### config.mk
export PLATFORM = sky130hd
export DESIGN_NAME = dna_bitap_approx_matcher
export DESIGN_NICKNAME = d
export VERILOG_FILES = /design/src/hw/rtl/dbam_pkg.sv /design/src/hw/rtl/dbam_vectors.sv /design/src/hw/rtl/dna_bitap_approx_matcher.sv
export SDC_FILE = /design/constraint.sdc
export NUM_CORES = 1
export LEC_CHECK = 0
export ABC_AREA = 1
export BUFFER_PORTS_ARGS = -buffer_cell sky130_fd_sc_hd__buf_2
export CAP_MARGIN = 20
export CORE_UTILIZATION = 50
export CTS_CLUSTER_DIAMETER = 80
export DETAILED_ROUTE_END_ITERATION = 12
export PLACE_DENSITY = 0.71
export SYNTH_ARGS = -nofsm -noshare
export SYNTH_HDL_FRONTEND = slang
export SYNTH_SLANG_ARGS = --single-unit
### constraint.sdc
create_clock -name clk -period 3.45 [get_ports clk]
set_clock_uncertainty 0.15 [all_clocks]
set_input_delay 0.1725 -clock clk [delete_from_list [all_inputs] [get_ports clk]]
set_output_delay 0.1725 -clock clk [all_outputs]
set_load 0.005 [all_outputs]
### src/hw/rtl/dbam_pkg.sv
// dbam_pkg: shared types and constants for the DNA bitap approximate matcher.
// Used by dbam_vectors, dna_bitap_approx_matcher and dbam_checker.
// No dependencies.
package dbam_pkg;

	localparam int DEF_MAX_EDIT_LEVELS = 12;
	localparam int DEF_MAX_PATTERN     = 32;

	localparam int BASE_W     = 2;
	localparam int DIST_W     = 4;
	localparam int PLEN_W     = 6;
	localparam int EDITS_W    = 4;
	localparam int CFG_DATA_W = 64;
	localparam int CFG_IDX_W  = 2;

	typedef enum logic [CFG_IDX_W-1:0] {
		REG_PATTERN,
		REG_PATTERN_LENGTH,
		REG_MAX_EDITS
	} cfg_reg_t;

	// One step of the vector update: enable, restart flag and text base.
	typedef struct packed {
		logic              en;
		logic              first;
		logic [BASE_W-1:0] base;
	} step_t;

endpackage

### src/hw/rtl/dbam_vectors.sv
// dbam_vectors: status vector registers and the combinational Wu-Manber update.
// Produces hit/least edit level from the updated vectors.
// Depends on dbam_pkg.
module dbam_vectors #(
	parameter int LEVELS = dbam_pkg::DEF_MAX_EDIT_LEVELS,
	parameter int PAT_W  = dbam_pkg::DEF_MAX_PATTERN
) (
	input  logic                          clk,
	input  logic                          arst_n,
	input  dbam_pkg::step_t               step,
	input  logic [dbam_pkg::CFG_DATA_W-1:0] pattern,
	input  logic [dbam_pkg::PLEN_W-1:0]   plen,
	input  logic [dbam_pkg::EDITS_W-1:0]  max_edits,
	output logic                          hit,
	output logic [dbam_pkg::DIST_W-1:0]   distance
);

	logic [PAT_W-1:0] sv_q [LEVELS];
	logic [PAT_W-1:0] prev [LEVELS];
	logic [PAT_W-1:0] nxt  [LEVELS];
	logic [PAT_W-1:0] mask;
	logic [PAT_W-1:0] top;
	logic [PAT_W-1:0] mism;
	logic [LEVELS-1:0] lvl_hit;
	logic [dbam_pkg::PLEN_W-1:0] m_eff;
	logic [dbam_pkg::PLEN_W-1:0] k_eff;

	// Effective length and edit limit, clamped to the built sizes
	always_comb begin
		if (plen == '0)
			m_eff = dbam_pkg::PLEN_W'(1);
		else if (plen > dbam_pkg::PLEN_W'(PAT_W))
			m_eff = dbam_pkg::PLEN_W'(PAT_W);
		else
			m_eff = plen;

		if (dbam_pkg::PLEN_W'(max_edits) > dbam_pkg::PLEN_W'(LEVELS - 1))
			k_eff = dbam_pkg::PLEN_W'(LEVELS - 1);
		else
			k_eff = dbam_pkg::PLEN_W'(max_edits);
	end

	// Bit j follows pattern base j counted from the last base
	always_comb begin
		for (int j = 0; j < PAT_W; j++) begin
			mask[j] = dbam_pkg::PLEN_W'(j) < m_eff;
			top[j]  = dbam_pkg::PLEN_W'(j) == (m_eff - dbam_pkg::PLEN_W'(1));
			mism[j] = pattern[2*j +: dbam_pkg::BASE_W] != step.base;
		end
	end

	// Level 0 takes the match term; higher levels add substitution, deletion and insertion terms
	always_comb begin
		for (int d = 0; d < LEVELS; d++)
			prev[d] = (step.first ? '1 : sv_q[d]) & mask;
		nxt[0] = ((prev[0] << 1) | mism) & mask;
		for (int d = 1; d < LEVELS; d++)
			nxt[d] = ((prev[d] << 1) | mism) & (prev[d-1] << 1) & (nxt[d-1] << 1)
				& prev[d-1] & mask;
	end

	always_comb begin
		for (int d = 0; d < LEVELS; d++)
			lvl_hit[d] = ((nxt[d] & top) == '0) && (dbam_pkg::PLEN_W'(d) <= k_eff);
		hit      = 1'b0;
		distance = '0;
		for (int d = LEVELS - 1; d >= 0; d--) begin
			if (lvl_hit[d]) begin
				hit      = 1'b1;
				distance = dbam_pkg::DIST_W'(d);
			end
		end
	end

	always_ff @(posedge clk or negedge arst_n) begin
		if (!arst_n) begin
			for (int d = 0; d < LEVELS; d++)
				sv_q[d] <= '1;
		end else if (step.en) begin
			for (int d = 0; d < LEVELS; d++)
				sv_q[d] <= nxt[d];
		end
	end

endmodule

### src/hw/rtl/dna_bitap_approx_matcher.sv
// dna_bitap_approx_matcher: top level of the DNA bitap approximate matcher.
// Holds configuration, the input stage and the result register.
// Depends on dbam_pkg and dbam_vectors.
//
// Usage:
//   Text bases enter on the in_valid/in_ready channel (base, first); each
//   base yields exactly one result on out_valid/out_ready (hit, distance).
//   Set first on the opening base of a new text to restart all edit levels.
//   Configuration (pattern, pattern_length, max_edits) is written through
//   cfg_we/cfg_index/cfg_data, one register per cycle; the user must write
//   it only while no base is in flight, which the block does not enforce;
//   index 3 is ignored. A transferred base passes the input stage, then
//   the update and the result register. Throughput: one base per cycle
//   while the receiver takes results; the status vectors update through a
//   chain of one AND stage per edit level, which sets the cycle time.
//   Reset clears both stages, loads pattern 0, length 1, max_edits 0 and sets
//   every status vector to all ones.
//   When the receiver stalls, the result register holds and the input stage
//   still takes one more base; in_ready drops only when both are full.
module dna_bitap_approx_matcher #(
	parameter int MAX_EDIT_LEVELS = dbam_pkg::DEF_MAX_EDIT_LEVELS,
	parameter int MAX_PATTERN     = dbam_pkg::DEF_MAX_PATTERN
) (
	input  logic                            clk,
	input  logic                            arst_n,
	input  logic                            in_valid,
	output logic                            in_ready,
	input  logic [dbam_pkg::BASE_W-1:0]     base,
	input  logic                            first,
	output logic                            out_valid,
	input  logic                            out_ready,
	output logic                            hit,
	output logic [dbam_pkg::DIST_W-1:0]     distance,
	input  logic                            cfg_we,
	input  logic [dbam_pkg::CFG_IDX_W-1:0]  cfg_index,
	input  logic [dbam_pkg::CFG_DATA_W-1:0] cfg_data
);

	logic [dbam_pkg::CFG_DATA_W-1:0] pattern_q;
	logic [dbam_pkg::PLEN_W-1:0]     plen_q;
	logic [dbam_pkg::EDITS_W-1:0]    edits_q;

	logic                        valid_s1;
	logic [dbam_pkg::BASE_W-1:0] base_s1;
	logic                        first_s1;

	logic                        out_valid_q;
	logic                        hit_q;
	logic [dbam_pkg::DIST_W-1:0] distance_q;

	logic                        advance;
	logic                        hit_c;
	logic [dbam_pkg::DIST_W-1:0] distance_c;
	dbam_pkg::step_t             step;

	always_ff @(posedge clk or negedge arst_n) begin
		if (!arst_n) begin
			pattern_q <= '0;
			plen_q    <= dbam_pkg::PLEN_W'(1);
			edits_q   <= '0;
		end else if (cfg_we) begin
			case (cfg_index)
				dbam_pkg::REG_PATTERN:        pattern_q <= cfg_data;
				dbam_pkg::REG_PATTERN_LENGTH: plen_q    <= cfg_data[dbam_pkg::PLEN_W-1:0];
				dbam_pkg::REG_MAX_EDITS:      edits_q   <= cfg_data[dbam_pkg::EDITS_W-1:0];
				default: ;
			endcase
		end
	end

	// Input stage moves into the result register whenever that slot frees up
	assign advance  = valid_s1 && (!out_valid_q || out_ready);
	assign in_ready = !valid_s1 || advance;

	always_ff @(posedge clk or negedge arst_n) begin
		if (!arst_n) begin
			valid_s1 <= 1'b0;
		end else if (in_ready) begin
			valid_s1 <= in_valid;
		end
	end

	always_ff @(posedge clk) begin
		if (in_valid && in_ready) begin
			base_s1  <= base;
			first_s1 <= first;
		end
	end

	assign step.en    = advance;
	assign step.first = first_s1;
	assign step.base  = base_s1;

	dbam_vectors #(
		.LEVELS (MAX_EDIT_LEVELS),
		.PAT_W  (MAX_PATTERN)
	) u_vectors (
		.clk       (clk),
		.arst_n    (arst_n),
		.step      (step),
		.pattern   (pattern_q),
		.plen      (plen_q),
		.max_edits (edits_q),
		.hit       (hit_c),
		.distance  (distance_c)
	);

	always_ff @(posedge clk or negedge arst_n) begin
		if (!arst_n) begin
			out_valid_q <= 1'b0;
		end else if (advance) begin
			out_valid_q <= 1'b1;
		end else if (out_ready) begin
			out_valid_q <= 1'b0;
		end
	end

	always_ff @(posedge clk) begin
		if (advance) begin
			hit_q      <= hit_c;
			distance_q <= distance_c;
		end
	end

	assign out_valid = out_valid_q;
	assign hit       = hit_q;
	assign distance  = distance_q;

endmodule

==> reports/qor.csv <==
stage,metric,value,unit
run_status,status,"complete, but fails checks",
run_status,failing checks,negative setup slack,
floorplan,initial core utilization,50.5,%
critical_path,critical path's largest stage delay,0.40,ns
worst_hold_path,Min-Delay Path Class,in -> async,
cells_and_area,Area growth syn-to-layout,42.9,%
sta,FMAX,0.243,GHz
cells_and_area,ratio of cells with drive above 1 in the final layout,42.9,%
clock_network,clock latency on the worst-skew pair,0.62,ns
critical_path,"Slowest-stage cell, CP",dfrtp_1,
critical_path,arrival time of the worst setup path,4.44,ns
critical_path,CP Max Fanout,8,
placement,dpl cell area,34100,sq um
cells_and_area,nets,4542,
power,Sw Share,37.9,%
placement,Post-DP HPWL,87.2,mm
global_route,vias in the first global route,29000,
global_route,total congestion overflow,0,
sta,final setup fails,5,
sta,final critical-path required period,4.11,ns
sta,Setup TNS,-2.99,ns
power,Net Switching,6.94,mW
sta,Final Cycle Share,119,%
placement,dpl cells,4974,
floorplan,I/O pins,81,
synth,Yosys Warn Count,0,
clock_network,cts bufs inserted,48,
clock_network,CTS tree,done,
placement,Port Buffers,80,
global_route,largest net degree at the start of global routing,258,
power,Pwr Density,483,nW/um^2
placement,GPL Wtd Cong,1.04,
critical_path,Critical Path RT,3.78,ns
run,total of max-cap violations,0,
synth,Synth cell types,82,
synth,Mapped Area,26500,sq um
synth,number of synthesized flops with an enable pin,8,
power,Logic pwr share,40.1,%
global_route,total global-route track usage,43.3,%
sta,final hold vios,0,
clock_network,Root Driver,clkbuf_16,
synth,Post-synth ARST share,98.0,%
clock_network,Sink Count,402,
detailed_routing,drt pass-1 iters,6,
power,sequential share of power,30.9,%
cells_and_area,"non-filler cells, final",5196,
synth,"area leader, netlist",dfstp_2,
sta,RSZ-0062 raised after global routing,yes,
synth,sequential fraction of the synthesis area,39.6,%
sta,max-slew violation count,0,
cells_and_area,fin area,37900,sq um
clock_network,clk buf depth,3,
detailed_routing,via count,30400,
floorplan,die width,232,microns
critical_path,worst-case reg-to-reg path depth,28,
synth,share of the synthesized area in the top cell type,31.6,%
floorplan,Die H,232,microns
synth,synthesized instance count,3466,
critical_path,worst setup path class,reg -> reg,
sta,final setup margin,-0.659,ns
detailed_routing,Avg Vias per Cell,5.86,
floorplan,core footprint,52600,sq um
detailed_routing,Starting DRT DRC Count,3706,
power,Pint,11.4,mW
detailed_routing,WL final,118,mm
power,Leak Pwr,16.2,nW
synth,commonest register cell after synthesis,dfstp_2,
clock_network,"Clk pin slew, worst setup/hold paths",0.07,ns
detailed_routing,DRC violations left,0,
sta,Slew @ Worst Pin,1.10,ns
floorplan,die area,54000,sq um
global_route,global-route wire length before repair,177,mm
sta,Slew Limit Headroom,26.3,%
critical_path,Worst path most repeated cell,nand2_1,
detailed_routing,Wirelength per Cell,22.7,microns
global_route,antenna violations before repair,2,
clock_network,H-tree depth,2,
synth,Yosys reg bits,402,
critical_path,Critical Path Source,plen_q[5]$_DFFE_PN0P_,
critical_path,worst r2r src,plen_q[5]$_DFFE_PN0P_,
critical_path,CP Capture Type,flip-flop,
synth,ranking of synthesized cells by area,"dfstp_2, nand2_1, o21ai_0",
power,Peak VDD IR,0.499,mV
synth,Post-Syn Nets,3540,
power,Clock Power Share,29.0,%
critical_path,Worst Setup Start Kind,flip-flop,
synth,Mean Syn Cell Area,7.66,sq um
floorplan,Rows,84,
detailed_routing,remaining antenna violation count,0,
-- critical path: cells and delay by family, from the launching register on --
family | cells | cell delay (ns)
AND/OR/NAND/NOR | 19 | 2.06
flip-flops | 1 | 0.40
buffers and inverters | 6 | 0.94
AO/OA/AOI/OAI | 3 | 0.41
-- routing by layer --
metal  vias to the layer above  track usage (%)  share of wire (%)
met2                      1870             61.7                 42
met5                         -                0              0.012
li1                      13700                -                  -
met4                         2             21.8                5.6
met3                       332             9.74                 12
met1                     14500             61.2                 41
-- worst paths after layout --
check | endpoint | slack, ns
hold / removal | pattern_q[29]$_DFFE_PN0P_ | 0.04
hold reg to reg | u_vectors.sv_q[228]$_DFFE_PN1P_ | 0.32
min in group clk | base_s1[1]$_DFFE_PP_ | 0.16
max in group asynchronous | u_vectors.sv_q[206]$_DFFE_PN1P_ | 2.17
setup reg to reg | distance[0]$_SDFFCE_PP0P_ | -0.66
setup / recovery | distance[0]$_SDFFCE_PP0P_ | -0.66
-- area by class of cell --
| type | instances | area (sq um) |
|---|---|---|
| clock inverter | 26 | 283 |
| antenna | 1 | 2.50 |
| clock buffer | 63 | 1300 |
| timing repair buffer | 1111 | 8740 |
| sequential | 402 | 10500 |
| multi-input combinational | 2573 | 14900 |
| tap | 688 | 861 |
| fill | 4100 | 14600 |
| inverter | 332 | 1290 |
-- stage by stage --
stage	util, %	hold slack (ns)	setup WS (ns)	power [mW]
CTS	71.3	0.00801	-0.555	17.8
detailed placement	64.9	0.0508	-0.901	12.2
global placement	64.9	0.0508	-0.885	12.2
finish	72.2	0.0404	-0.659	18.3
global route	72.2	0.0875	-0.896	18.9
floorplan	-	-0.273	0.0728	8.89
-- cell usage after synthesis (6+ instances only) --
master / number
dfrtp_1: 75
xnor2_1: 52
o21ai_0: 427
nand3_1: 140
nand3_2: 16
a211oi_1: 81
buf_4: 14
nand2_2: 21
o21ai_2: 15
o211ai_1: 15
and2_1: 8
buf_2: 28
xor2_1: 7
nand3b_1: 8
nand4_2: 31
nor3_1: 75
o221ai_1: 10
nand4_1: 51
or2_2: 29
o21ai_1: 54
nand2_1: 806
edfxtp_1: 8
inv_2: 23
a21oi_1: 96
inv_1: 294
a21oi_2: 6
clkbuf_1: 88
nor2_4: 26
nor2_1: 296
mux2_2: 58
nor2_2: 55
nor4_1: 14
o2111ai_1: 15
nor3_2: 9
a2111oi_0: 8
buf_6: 13
buf_1: 14
dfstp_2: 319
nand2_4: 13
o22ai_1: 50
-- power groups by stage --
| stage | combinational [mW] | sequential (mW) | clock [mW] |
|---|---|---|---|
| finish | 7.35 | 5.66 | 5.30 |
| global route | 7.78 | 5.68 | 5.47 |
| floorplan | 3.30 | 5.59 | 0 |
| global placement | 6.52 | 5.66 | 0 |
| detailed placement | 6.57 | 5.68 | 0 |
| CTS | 6.91 | 5.62 | 5.31 |
-- kinds of logic after synthesis --
group | synth area share, %
flip-flops | 39.6
multiplexers | 2.46
AO/OA/AOI/OAI | 18.3
buffers and inverters | 7.83
AND/OR/NAND/NOR | 29.9
XOR/XNOR | 1.95
-- flip-flops by register name (all words and copies together) (netlist names) --
signal	cells
valid_s1	1
pattern_q	64
distance	4
edits_q	4
hit	1
base_s1	2
out_valid	1
u_vectors.sv_q	318
first_s1	1
plen_q	6
-- layout by cell type, fill, tap and decap left out, drive strengths merged, types with 52 or more instances in the layout --
| cell type | count |
|---|---|
| nand3 | 158 |
| xnor2 | 52 |
| buf | 1035 |
| nand2 | 843 |
| nor3 | 85 |
| a211oi | 85 |
| mux2 | 58 |
| o21ai | 497 |
| inv | 321 |
| nor2 | 382 |
| a21oi | 106 |
| dlygate4sd3 | 76 |
| nand4 | 87 |
| clkbuf | 63 |
| dfstp | 319 |
| dfrtp | 75 |
-- timing repair --
action	in CTS	in global routing
hold buffers	76	0
gates cloned	1	0
setup endpoints to repair	11	17
gates resized for setup	164	98
endpoints found under the hold margin	183	0
pin swaps	56	59
setup buffers	45	17
Note: power is estimated with default switching activity, not from simulation.
